File: src/hw/rtl/assert_macros.svh
// assertion macros shared by the blitter rtl
// no dependencies; bodies are empty when SYNTHESIS is defined
`ifndef ASSERT_MACROS_SVH
`define ASSERT_MACROS_SVH

`ifndef SYNTHESIS

// expression must hold on every clock edge outside reset
`define ASSERT_ALWAYS(label, clk, rst, expr) \
  label: assert property (@(posedge clk) disable iff (rst) (expr)) \
    else $error("assertion failed: always");

// consequent must hold in the same cycle as the antecedent
`define ASSERT_IMPLIES(label, clk, rst, ante, cons) \
  label: assert property (@(posedge clk) disable iff (rst) (ante) |-> (cons)) \
    else $error("assertion failed: implication");

`else

`define ASSERT_ALWAYS(label, clk, rst, expr)
`define ASSERT_IMPLIES(label, clk, rst, ante, cons)

`endif

`endif

File: src/hw/rtl/nnsb_pkg.sv
// types and constants of the nearest-neighbor scale blitter
// no dependencies; imported by nnsb_cfg, nnsb_front, nnsb_back and the top level
package nnsb_pkg;

  localparam int INT_BITS   = 12;
  localparam int MAX_DIM    = 4096;
  localparam int IDX_W      = $clog2(MAX_DIM);
  localparam int ADDR_W     = 26;
  localparam int STEP_W     = 20;
  localparam int PITCH_W    = 15;
  localparam int DIM_W      = 13;
  localparam int BPP_W      = 3;
  localparam int PIX_W      = 32;
  localparam int CFG_DATA_W = 20;
  localparam int CFG_IDX_W  = 3;

  localparam logic [7:0]       ALPHA_OPAQUE = 8'hFF;
  localparam logic [BPP_W-1:0] BPP_WIDE     = 3'd4;

  // reset values of the configuration registers
  localparam logic [STEP_W-1:0]  X_STEP_RST     = 20'd65536;
  localparam logic [STEP_W-1:0]  Y_STEP_RST     = 20'd65536;
  localparam logic [PITCH_W-1:0] SRC_PITCH_RST  = 15'd1920;
  localparam logic [PITCH_W-1:0] DST_PITCH_RST  = 15'd2560;
  localparam logic [DIM_W-1:0]   DST_WIDTH_RST  = 13'd640;
  localparam logic [DIM_W-1:0]   DST_HEIGHT_RST = 13'd480;
  localparam logic [BPP_W-1:0]   SRC_BPP_RST    = 3'd3;

  typedef enum logic [CFG_IDX_W-1:0] {
    CFG_X_STEP     = 3'd0,
    CFG_Y_STEP     = 3'd1,
    CFG_SRC_PITCH  = 3'd2,
    CFG_DST_PITCH  = 3'd3,
    CFG_DST_WIDTH  = 3'd4,
    CFG_DST_HEIGHT = 3'd5,
    CFG_SRC_BPP    = 3'd6,
    CFG_OUT_16BIT  = 3'd7
  } cfg_reg_t;

  typedef enum logic {
    CMD_START = 1'b0,
    CMD_PIXEL = 1'b1
  } cmd_t;

  // configuration as seen by the datapath, dimensions already clamped
  typedef struct packed {
    logic [STEP_W-1:0]  x_step;
    logic [STEP_W-1:0]  y_step;
    logic [PITCH_W-1:0] src_pitch;
    logic [PITCH_W-1:0] dst_pitch;
    logic [IDX_W-1:0]   w_m1;
    logic [IDX_W-1:0]   h_m1;
    logic               bpp4;
    logic               out16;
  } cfg_t;

  // classified item passed from front to back
  typedef struct packed {
    logic                fetch_valid;
    logic [INT_BITS-1:0] sx;
    logic [INT_BITS-1:0] sy;
    logic                pixel_valid;
    logic [IDX_W-1:0]    flipped;
    logic [IDX_W-1:0]    col;
    logic [PIX_W-1:0]    packed_pixel;
    logic                last;
  } mid_item_t;

  // finished result item
  typedef struct packed {
    logic              fetch_valid;
    logic [ADDR_W-1:0] fetch_addr;
    logic              pixel_valid;
    logic [ADDR_W-1:0] write_addr;
    logic [PIX_W-1:0]  packed_pixel;
    logic              frame_last;
  } res_item_t;

endpackage

File: src/hw/rtl/nnsb_fifo.sv
// small register queue with push/full and pop/empty sides
// no package dependencies
module nnsb_fifo #(
  parameter int WIDTH = 8,
  parameter int DEPTH = 4
) (
  input  logic             clk,
  input  logic             rst,
  input  logic             push,
  input  logic [WIDTH-1:0] wdata,
  output logic             full,
  input  logic             pop,
  output logic [WIDTH-1:0] rdata,
  output logic             empty
);
  localparam int PTR_W = $clog2(DEPTH);
  localparam int CNT_W = $clog2(DEPTH + 1);

  logic [WIDTH-1:0] mem [DEPTH];
  logic [PTR_W-1:0] wr_ptr;
  logic [PTR_W-1:0] rd_ptr;
  logic [CNT_W-1:0] count;
  logic             do_push;
  logic             do_pop;

  assign full    = (count == CNT_W'(DEPTH));
  assign empty   = (count == '0);
  assign do_push = push && !full;
  assign do_pop  = pop && !empty;
  assign rdata   = mem[rd_ptr];

  // storage
  always_ff @(posedge clk) begin
    if (do_push) begin
      mem[wr_ptr] <= wdata;
    end
  end

  // pointers and fill count, pointers wrap at the last entry
  always_ff @(posedge clk) begin
    if (rst) begin
      wr_ptr <= '0;
      rd_ptr <= '0;
      count  <= '0;
    end else begin
      if (do_push) begin
        wr_ptr <= (wr_ptr == PTR_W'(DEPTH - 1)) ? '0 : wr_ptr + 1'b1;
      end
      if (do_pop) begin
        rd_ptr <= (rd_ptr == PTR_W'(DEPTH - 1)) ? '0 : rd_ptr + 1'b1;
      end
      if (do_push && !do_pop) begin
        count <= count + 1'b1;
      end else if (do_pop && !do_push) begin
        count <= count - 1'b1;
      end
    end
  end

endmodule

File: src/hw/rtl/nnsb_cfg.sv
// configuration registers and derived datapath settings
// depends on nnsb_pkg
module nnsb_cfg (
  input  logic                           clk,
  input  logic                           rst,
  input  logic                           cfg_write,
  input  logic [nnsb_pkg::CFG_IDX_W-1:0] cfg_addr,
  input  logic [nnsb_pkg::CFG_DATA_W-1:0] cfg_data,
  output nnsb_pkg::cfg_t                 cfg
);
  import nnsb_pkg::*;

  logic [STEP_W-1:0]  x_step;
  logic [STEP_W-1:0]  y_step;
  logic [PITCH_W-1:0] src_pitch;
  logic [PITCH_W-1:0] dst_pitch;
  logic [DIM_W-1:0]   dst_width;
  logic [DIM_W-1:0]   dst_height;
  logic [BPP_W-1:0]   src_bpp;
  logic               out16;

  // register writes
  always_ff @(posedge clk) begin
    if (rst) begin
      x_step     <= X_STEP_RST;
      y_step     <= Y_STEP_RST;
      src_pitch  <= SRC_PITCH_RST;
      dst_pitch  <= DST_PITCH_RST;
      dst_width  <= DST_WIDTH_RST;
      dst_height <= DST_HEIGHT_RST;
      src_bpp    <= SRC_BPP_RST;
      out16      <= 1'b0;
    end else if (cfg_write) begin
      case (cfg_reg_t'(cfg_addr))
        CFG_X_STEP:     x_step     <= cfg_data[STEP_W-1:0];
        CFG_Y_STEP:     y_step     <= cfg_data[STEP_W-1:0];
        CFG_SRC_PITCH:  src_pitch  <= cfg_data[PITCH_W-1:0];
        CFG_DST_PITCH:  dst_pitch  <= cfg_data[PITCH_W-1:0];
        CFG_DST_WIDTH:  dst_width  <= cfg_data[DIM_W-1:0];
        CFG_DST_HEIGHT: dst_height <= cfg_data[DIM_W-1:0];
        CFG_SRC_BPP:    src_bpp    <= cfg_data[BPP_W-1:0];
        CFG_OUT_16BIT:  out16      <= cfg_data[0];
        default: ;
      endcase
    end
  end

  // clamp a dimension to [1, MAX_DIM] and return it minus one
  function automatic logic [IDX_W-1:0] dim_m1(input logic [DIM_W-1:0] d);
    logic [IDX_W-1:0] r;
    if (d == '0) begin
      r = '0;
    end else if (32'(d) > MAX_DIM) begin
      r = IDX_W'(MAX_DIM - 1);
    end else begin
      r = IDX_W'(d - 1'b1);
    end
    return r;
  endfunction

  // derived settings
  always_comb begin
    cfg.x_step    = x_step;
    cfg.y_step    = y_step;
    cfg.src_pitch = src_pitch;
    cfg.dst_pitch = dst_pitch;
    cfg.w_m1      = dim_m1(dst_width);
    cfg.h_m1      = dim_m1(dst_height);
    cfg.bpp4      = !out16 && (src_bpp == BPP_WIDE);
    cfg.out16     = out16;
  end

endmodule

File: src/hw/rtl/nnsb_front.sv
// front end: accepts items, walks the raster and classifies each item
// depends on nnsb_pkg
module nnsb_front #(
  parameter int FRAC_BITS = 16
) (
  input  logic                 clk,
  input  logic                 rst,
  input  nnsb_pkg::cfg_t       cfg,
  input  logic                 accept,
  input  logic                 cmd,
  input  logic [7:0]           byte0,
  input  logic [7:0]           byte1,
  input  logic [7:0]           byte2,
  input  logic [7:0]           byte3,
  output nnsb_pkg::mid_item_t  item
);
  import nnsb_pkg::*;

  localparam int ACC_W = FRAC_BITS + INT_BITS;

  logic              active;
  logic              active_next;
  logic [IDX_W-1:0]  col;
  logic [IDX_W-1:0]  col_next;
  logic [IDX_W-1:0]  row;
  logic [IDX_W-1:0]  row_next;
  logic [ACC_W-1:0]  x_acc;
  logic [ACC_W-1:0]  x_acc_next;
  logic [ACC_W-1:0]  y_acc;
  logic [ACC_W-1:0]  y_acc_next;

  logic [IDX_W-1:0]  col_g;
  logic [IDX_W-1:0]  row_g;
  logic              at_row_end;
  logic              at_last;
  logic [ACC_W-1:0]  x_sum;
  logic [ACC_W-1:0]  y_sum;
  logic [PIX_W-1:0]  pix;

  // clip the walk position if dimensions shrank mid-frame
  assign col_g      = (col > cfg.w_m1) ? cfg.w_m1 : col;
  assign row_g      = (row > cfg.h_m1) ? cfg.h_m1 : row;
  assign at_row_end = (col_g == cfg.w_m1);
  assign at_last    = at_row_end && (row_g == cfg.h_m1);
  assign x_sum      = x_acc + ACC_W'(cfg.x_step);
  assign y_sum      = y_acc + ACC_W'(cfg.y_step);

  // pixel packing, rgb555 from top five bits or argb8888
  always_comb begin
    if (cfg.out16) begin
      pix = {17'd0, byte2[7:3], byte1[7:3], byte0[7:3]};
    end else begin
      pix = {(cfg.bpp4 ? byte3 : ALPHA_OPAQUE), byte2, byte1, byte0};
    end
  end

  // walk state and classified item
  always_comb begin
    active_next = active;
    col_next    = col;
    row_next    = row;
    x_acc_next  = x_acc;
    y_acc_next  = y_acc;
    item        = '0;
    if (accept) begin
      if (cmd == CMD_START) begin
        active_next      = 1'b1;
        col_next         = '0;
        row_next         = '0;
        x_acc_next       = '0;
        y_acc_next       = '0;
        item.fetch_valid = 1'b1;
      end else if (active) begin
        item.pixel_valid  = 1'b1;
        item.flipped      = cfg.h_m1 - row_g;
        item.col          = col_g;
        item.packed_pixel = pix;
        item.last         = at_last;
        if (at_last) begin
          active_next = 1'b0;
          col_next    = '0;
          row_next    = '0;
          x_acc_next  = '0;
          y_acc_next  = '0;
        end else if (at_row_end) begin
          col_next         = '0;
          row_next         = row_g + 1'b1;
          x_acc_next       = '0;
          y_acc_next       = y_sum;
          item.fetch_valid = 1'b1;
          item.sy          = y_sum[FRAC_BITS +: INT_BITS];
        end else begin
          col_next         = col_g + 1'b1;
          row_next         = row_g;
          x_acc_next       = x_sum;
          item.fetch_valid = 1'b1;
          item.sx          = x_sum[FRAC_BITS +: INT_BITS];
          item.sy          = y_acc[FRAC_BITS +: INT_BITS];
        end
      end
    end
  end

  // state registers
  always_ff @(posedge clk) begin
    if (rst) begin
      active <= 1'b0;
      col    <= '0;
      row    <= '0;
      x_acc  <= '0;
      y_acc  <= '0;
    end else begin
      active <= active_next;
      col    <= col_next;
      row    <= row_next;
      x_acc  <= x_acc_next;
      y_acc  <= y_acc_next;
    end
  end

endmodule

File: src/hw/rtl/nnsb_back.sv
// back end: turns classified items into source and destination addresses
// depends on nnsb_pkg
module nnsb_back (
  input  nnsb_pkg::cfg_t       cfg,
  input  nnsb_pkg::mid_item_t  item,
  input  logic                 mid_empty,
  input  logic                 out_full,
  output logic                 mid_pop,
  output logic                 out_push,
  output nnsb_pkg::res_item_t  res
);
  import nnsb_pkg::*;

  localparam int PROD_W = INT_BITS + PITCH_W;

  logic [PROD_W-1:0]    fetch_prod;
  logic [INT_BITS+1:0]  sx_scaled;
  logic [PROD_W-1:0]    write_prod;
  logic [IDX_W+1:0]     col_scaled;
  logic [ADDR_W-1:0]    fetch_sum;
  logic [ADDR_W-1:0]    write_sum;

  // move one item whenever the middle queue holds one and the result queue has room
  assign mid_pop  = !mid_empty && !out_full;
  assign out_push = mid_pop;

  // source address: row times pitch plus column times pixel size
  assign fetch_prod = PROD_W'(item.sy) * PROD_W'(cfg.src_pitch);
  assign sx_scaled  = cfg.bpp4 ? {item.sx, 2'b00}
                                : ({1'b0, item.sx, 1'b0} + {2'b00, item.sx});
  assign fetch_sum  = ADDR_W'(fetch_prod) + ADDR_W'(sx_scaled);

  // destination address with flipped row
  assign write_prod = PROD_W'(item.flipped) * PROD_W'(cfg.dst_pitch);
  assign col_scaled = cfg.out16 ? {1'b0, item.col, 1'b0} : {item.col, 2'b00};
  assign write_sum  = ADDR_W'(write_prod) + ADDR_W'(col_scaled);

  // result fields, zero where not valid
  always_comb begin
    res              = '0;
    res.fetch_valid  = item.fetch_valid;
    res.pixel_valid  = item.pixel_valid;
    if (item.fetch_valid) begin
      res.fetch_addr = fetch_sum;
    end
    if (item.pixel_valid) begin
      res.write_addr   = write_sum;
      res.packed_pixel = item.packed_pixel;
      res.frame_last   = item.last;
    end
  end

endmodule

File: src/hw/rtl/nearest_neighbor_scale_blit_unit.sv
// top level of the nearest-neighbor scale blitter
// depends on nnsb_pkg, nnsb_cfg, nnsb_front, nnsb_fifo, nnsb_back, assert_macros.svh
//
//  channel   handshake          payload
//  --------  -----------------  -----------------------------------------------
//  input     push / full        cmd, byte0, byte1, byte2, byte3
//  result    empty / pop        fetch_valid, fetch_addr, pixel_valid,
//                               write_addr, packed_pixel, frame_last
//  config    cfg_write          cfg_addr, cfg_data
//
//  one item per clock while results are popped; each item gives exactly one result
//  accepted items pass the middle queue, then the result queue, to the result ports
//  the front walks the raster as items are accepted, the back forms both addresses
//  full rises only when the middle queue fills behind a stalled result queue
//  synchronous reset clears the walk, both queues and loads the default config
`include "assert_macros.svh"

module nearest_neighbor_scale_blit_unit #(
  parameter int FRAC_BITS   = 16,
  parameter int QUEUE_DEPTH = 4
) (
  input  logic                              clk,
  input  logic                              rst,
  input  logic                              push,
  output logic                              full,
  input  logic                              cmd,
  input  logic [7:0]                        byte0,
  input  logic [7:0]                        byte1,
  input  logic [7:0]                        byte2,
  input  logic [7:0]                        byte3,
  output logic                              empty,
  input  logic                              pop,
  output logic                              fetch_valid,
  output logic [nnsb_pkg::ADDR_W-1:0]       fetch_addr,
  output logic                              pixel_valid,
  output logic [nnsb_pkg::ADDR_W-1:0]       write_addr,
  output logic [nnsb_pkg::PIX_W-1:0]        packed_pixel,
  output logic                              frame_last,
  input  logic                              cfg_write,
  input  logic [nnsb_pkg::CFG_IDX_W-1:0]    cfg_addr,
  input  logic [nnsb_pkg::CFG_DATA_W-1:0]   cfg_data
);
  import nnsb_pkg::*;

  cfg_t      cfg;
  mid_item_t front_item;
  mid_item_t mid_head;
  res_item_t back_res;
  res_item_t out_head;
  logic      accept;
  logic      mid_empty;
  logic      mid_pop;
  logic      out_full;
  logic      out_push;

  assign accept = push && !full;

  // configuration registers
  nnsb_cfg u_cfg (
    .clk       (clk),
    .rst       (rst),
    .cfg_write (cfg_write),
    .cfg_addr  (cfg_addr),
    .cfg_data  (cfg_data),
    .cfg       (cfg)
  );

  // raster walk and classification
  nnsb_front #(
    .FRAC_BITS (FRAC_BITS)
  ) u_front (
    .clk    (clk),
    .rst    (rst),
    .cfg    (cfg),
    .accept (accept),
    .cmd    (cmd),
    .byte0  (byte0),
    .byte1  (byte1),
    .byte2  (byte2),
    .byte3  (byte3),
    .item   (front_item)
  );

  // queue between front and back
  nnsb_fifo #(
    .WIDTH ($bits(mid_item_t)),
    .DEPTH (QUEUE_DEPTH)
  ) u_mid_q (
    .clk   (clk),
    .rst   (rst),
    .push  (accept),
    .wdata (front_item),
    .full  (full),
    .pop   (mid_pop),
    .rdata (mid_head),
    .empty (mid_empty)
  );

  // address generation
  nnsb_back u_back (
    .cfg       (cfg),
    .item      (mid_head),
    .mid_empty (mid_empty),
    .out_full  (out_full),
    .mid_pop   (mid_pop),
    .out_push  (out_push),
    .res       (back_res)
  );

  // result queue
  nnsb_fifo #(
    .WIDTH ($bits(res_item_t)),
    .DEPTH (QUEUE_DEPTH)
  ) u_out_q (
    .clk   (clk),
    .rst   (rst),
    .push  (out_push),
    .wdata (back_res),
    .full  (out_full),
    .pop   (pop),
    .rdata (out_head),
    .empty (empty)
  );

  assign fetch_valid  = out_head.fetch_valid;
  assign fetch_addr   = out_head.fetch_addr;
  assign pixel_valid  = out_head.pixel_valid;
  assign write_addr   = out_head.write_addr;
  assign packed_pixel = out_head.packed_pixel;
  assign frame_last   = out_head.frame_last;

  // checks
  `ASSERT_IMPLIES(a_last_ends_frame, clk, rst, !empty && frame_last, pixel_valid && !fetch_valid)
  `ASSERT_IMPLIES(a_no_fetch_zero_addr, clk, rst, !empty && !fetch_valid, fetch_addr == '0)
  `ASSERT_IMPLIES(a_back_stalls_on_full, clk, rst, out_full, !mid_pop && !out_push)

endmodule
File: config.mk
export PLATFORM = sky130hd
export DESIGN_NAME = nearest_neighbor_scale_blit_unit
export DESIGN_NICKNAME = d
export VERILOG_FILES = /design/src/hw/rtl/nnsb_pkg.sv /design/src/hw/rtl/nnsb_fifo.sv /design/src/hw/rtl/nnsb_cfg.sv /design/src/hw/rtl/nnsb_front.sv /design/src/hw/rtl/nnsb_back.sv /design/src/hw/rtl/nearest_neighbor_scale_blit_unit.sv
export VERILOG_INCLUDE_DIRS = /design/src /design/src/hw/rtl
export SDC_FILE = /design/constraint.sdc
export NUM_CORES = 2
export LEC_CHECK = 0
export BUFFER_PORTS_ARGS = -buffer_cell sky130_fd_sc_hd__buf_4
export CAP_MARGIN = 10
export CORE_MARGIN = 8
export CORE_UTILIZATION = 45
export CTS_CLUSTER_DIAMETER = 100
export DETAILED_ROUTE_END_ITERATION = 10
export PLACE_DENSITY = 0.67
export SKIP_CTS_REPAIR_TIMING = 1
export SLEW_MARGIN = 25
export SYNTH_ARGS = -nofsm -noshare
export SYNTH_HDL_FRONTEND = slang
export SYNTH_SLANG_ARGS = --single-unit
File: constraint.sdc
create_clock -name clk -period 9.75 [get_ports clk]
set_input_delay 1.95 -clock clk [delete_from_list [all_inputs] [get_ports clk]]
set_output_delay 1.95 -clock clk [all_outputs]
set_load 0.005 [all_outputs]
# == Word level (Yosys, flattened, before mapping) ==
# Memory sizes are Yosys's and may differ from the RTL's. A register that Yosys moved wholly into a read port is not among the register bits.
# Cells that the tools add are included.
# classes
n_lt_le_gt_ge,4
addsub,18
n_mux,54
n_reduce_logical,38
n_eq_ne,18
multipliers,2
# ops
cell,count
28-bit two-way mux,8
12-bit two-way mux,16
83-bit two-way mux,2
82-bit two-way mux,1
59-bit two-way mux,1
28-bit by 20-bit adder with 28-bit output,2
26-bit by 14-bit adder with 26-bit output,2
12-bit by 15-bit multiplier with 26-bit output,2
32-bit two-way mux,1
14-bit two-way mux,2
13-bit greater-than comparator (second input constant),2
13-bit zero test,2
26-bit two-way mux,1
25-bit two-way mux,1
12-bit by 1-bit adder with 12-bit output (second input constant),2
12-bit equality test,2
12-bit greater-than comparator,2
12-bit by 1-bit subtractor with 12-bit output (second input constant),2
3-bit equality test (second input constant),7
2-bit AND reduction,9
2-bit two-way mux,8
13-bit by 12-bit adder with 14-bit output,1
1-bit logical AND,12
3-bit two-way mux,4
15 further kinds,42
# word_totals
regBits,195
ramBits,680
mem_count,2
# mem_list
memory,depth,width,rd,rd_clocked_by_memory_dff,write_ports,line,text
u_out_q.mem,4,87,1,1,1,nnsb_fifo.sv:19,logic [WIDTH-1:0] mem [DEPTH];
u_mid_q.mem,4,83,1,1,1,nnsb_fifo.sv:19,

# == Logic depth before layout (Yosys ltp) ==
# depth
depth_word,11
depth_mapped,36
mapped_depth_nobuf,33

# == Hierarchy ==
# From an unflattened synthesis, not the netlist that was laid out.
# unflattened
hier_cells,4251
hier_area_um2,51072.7
# by_module_without_submodules
mod,area_per_inst_um2,cells_each,instances,seq_area_each_um2
nnsb_back,13407.9,1643,1,0.0
nnsb_fifo at u_out_q,13025.0,505,1,10630.2
nnsb_fifo at u_mid_q,12475.7,483,1,10149.7
nnsb_front,7702.4,1033,1,1621.6
nnsb_cfg,4448.0,586,1,2001.9
nearest_neighbor_scale_blit_unit,13.8,1,1,0.0

# == Worst setup path after synthesis ==
# OpenSTA, ideal clock, no wires.
# synth_path
path_kind,reg2reg
from,reg (tool-made name)
to,"mem u_out_q.mem[0][85] in the netlist's numbering, data pin"
path_slack_ns,1.394
n_path_buf,3
arrival_time_ns,8.079
path_stages_with_launch,34
setup_ns,0.277
synth_period_minus_slack_ns,8.356
required_ns,9.473
cell_sequence,dfxtp_1 clkbuf_1 buf_1 buf_1 mux4_2 ha_1 a21o_1 a21oi_1 o21ai_0 a21oi_1 nand2b_1 a21boi_0 nor3_1 nor2_1 o41ai_1 xnor2_1 mux2_2 fa_1 fa_1 fa_1 inv_1 fa_1 inv_1 ha_1 a21o_1 a21oi_1 nor2_1 a21oi_1 o31ai_1 a221oi_1 a21oi_1 a31oi_1 xnor2_1 nor2_1
# synth_lines
item,line
end: declaration,nnsb_fifo.sv:19

==> metrics <==
Internal Pwr Total 12.7 mW; maxcap violations 0; met2 Use GR 29.8%; Post-Synthesis Cell Area 0.0502 mm^2; Synth Flop Type edfxtp_1; IO Port Bufs 149; TNS Setup 0 ps; ANT cells 0; Clock Pin Slew Worst Setup and Hold Paths ~60 ps; FMAX 126 MHz; Post-Synthesis Cells ~4,200; Fillers approximately 9,500; largest net degree at the start of global routing 73; share of layout cells above drive strength 1 12.6%; final hold vios 0; GR Util met1 25.4%; cell at the slowest stage of the critical path dfxtp_4; first-pass GRT wire length between 150 and 200 mm; Worst Path Required 10,130 ps; TritonCTS Sinks 879; r2r worst-path depth 32; CORE AREA 0.111 mm^2; drt drc 0; top-area cell type share of the netlist area 40.7%; IO Pins 150; most frequent cells in the layout 680 x edfxtp_1, 579 x nand2_1, 435 x inv_1, 290 x fa_1, 240 x ha_1; hold depth 2; RSZ-0062 raised after global routing no; Slew headroom 34.7%; r2r setup slk 1840 ps; nets@finish 4,852; total gr overflow 0; R2R Path End u_out_q.mem[1][85]; Period Utilization, post-route 81.1%; crit-path max FO 24; post-route ant nets 0; Crit path max-delay family adder cells; GRT busiest layer met2; Cell Pwr Density 388 mW/mm^2; Leak 21.5 nW; P_sw 8.96 mW; EDFF count, synth 680; VDD IR max between 0.6 and 0.7 mV; Worst Tran Pin Value 975 ps; Initial DRT Pass Iterations 5; clock network power share approximately 16%; Synth Warn # 0; H-tree depth 3; CP Buf/Inv Count 5; DIE WIDTH 350 um; delay of the slowest critical-path stage 570 ps; startpoint types flop; Iter 0 DRT Violations 2,191; Area Overhead vs Synth 11.2%; root buffer cell clkbuf_16; WS Path Type flop to flop; sw frac slightly above 40%; Post-Route WL ~110 mm; die height roughly 350 um; most common cell after layout, fill and taps aside edfxtp_1; floorplan row count 122; status finished, final reports clean; CTS Buf Count 93; critical path endpoint u_out_q.mem[1][85]; hold slack 450 ps; post-synth cell types 85; final setup violation count 0; largest buffer count on any clock path 3; Min-Delay Path Class flop to flop; number of global-route vias before repair 31,700; Worst EP arrival 8290 ps; Final Wtd Congestion around 0.86; WL/cell 19.3 um; initial core utilization 45.4%; Final Critical Period between 7000 and 8000 ps; cell count after placement about 5,700; Final Non-Filler Cells 5,825; top cells by area, synth edfxtp_1 41%, fa_1 12%, dfxtp_1 7.9%; flops & latches, synth just under 900; CP Capture Type flop; DP HPWL 78.1 mm; sequential power share 27.8%; DR vias/cell between 5 and 6; Worst-Skew Late Latency 680 ps; cell depth of the worst setup path 32; final count of pins violating max slew 0; top cell type by total area after synthesis edfxtp_1; CTS tree yes; FFs w/ async S/R, synth 0%; GR Util All Layers between 15 and 20%; Seq/Total Area, Yosys between 40% and 50%; syn nets 4,764; combinational share of power between 50% and 60%; die area between 0.1 and 0.15 mm^2; Syn Area/Cell approximately 12 um^2; vias after detailed routing 31,300; met3 usage in global routing 3.26%; initial antenna violation count 3; Clock Skew 51.2 ps
==> cell usage after synthesis (all sizes together), types with 37 or more instances <==
library cell	count
nor3	53
o21ai	121
dfxtp	199
mux4	168
fa	290
nor2	225
edfxtp	680
a21o	37
and2	164
nand2	579
inv	436
clkbuf	156
a21oi	217
ha	240
xnor2	72
xor2	58
nand3	43
==> logic make-up after synthesis <==
family,after synthesis,synth area share (%)
XOR/XNOR,130,2.27
flip-flops,879,48.6
AND/OR/NAND/NOR,1219,11.2
adder cells (fa/ha/maj),532,17.6
AO/OA/AOI/OAI,571,7.11
multiplexers,218,8.57
buffers and inverters,624,4.71
==> cell type report <==
| type | count | area, um^2 | area share (%) |
|---|---|---|---|
| Multi-Input combinational cell | 2670 | 23500 | 42.1 |
| Clock buffer | 126 | 2560 | 4.59 |
| Timing Repair Buffer | 180 | 1350 | 2.42 |
| Tap cell | 1488 | 1860 | 3.33 |
| Clock inverter | 45 | 515 | 0.923 |
| Inverter | 437 | 1640 | 2.94 |
| Sequential cell | 879 | 24400 | 43.7 |
==> per-layer routing <==
layer	vias to the layer above	routed length (um)
li1	14700	-
met5	-	0
met3	119	7040
met1	15700	50700
met2	816	52600
met4	0	1950
==> sequential cells by signal (all words and copies together) (netlist names), 3 cells and up, named ones only <==
signal            cells
u_mid_q.count         3
u_cfg.dst_height     13
u_front.x_acc        28
u_cfg.dst_pitch      15
u_out_q.mem         348
u_cfg.y_step         20
u_cfg.src_bpp         3
u_front.row          12
u_cfg.dst_width      13
u_out_q.count         3
u_cfg.src_pitch      15
u_front.col          12
u_cfg.x_step         20
u_mid_q.mem         332
u_front.y_acc        28
==> power groups by stage <==
stage | Clock, mW | Sequential, mW | Combinational, mW
finish | 3.54 | 6.03 | 12.1
global route | 3.76 | 6.09 | 13.8
floorplan | 0 | 6.01 | 8.91
global placement | 0 | 6.08 | 11.9
CTS | 3.61 | 6.04 | 12.3
detailed placement | 0 | 6.11 | 12.2
==> worst min-delay path by stage <==
stage | slack, ps | end | from
6_report | 450 | u_front.y_acc[12] | u_front.y_acc[12]
2_1_floorplan | 430 | u_front.y_acc[2] | u_front.y_acc[2]
4_1_cts | 460 | u_front.y_acc[12] | u_front.y_acc[12]
3_3_place_gp | 440 | u_front.y_acc[3] | u_front.y_acc[3]
5_1_grt | 480 | u_front.y_acc[7] | u_front.y_acc[7]
3_5_place_dp | 450 | u_front.y_acc[12] | u_front.y_acc[12]
==> per-stage QoR <==
stage	worst slack, ps	power, mW	utilization [%]	cell area (um^2)
5_1_grt	1150	23.7	50.5	55900
2_1_floorplan	1390	14.9	-	50200
3_3_place_gp	1800	18.0	47.7	52800
4_1_cts	1720	21.9	50.5	55800
6_report	1840	21.7	50.5	55900
3_5_place_dp	1770	18.3	47.7	52800
==> worst register-to-register path, delay by kind of cell, from the launching register on <==
kind	cells	cell delay, ps
compound gates	12	2810
fa+ha+maj	7	2970
buf+inv	5	260
simple gates	5	450
mux	1	310
flops	1	570
xor+xnor	2	260
(Power assumes the default switching activity.)
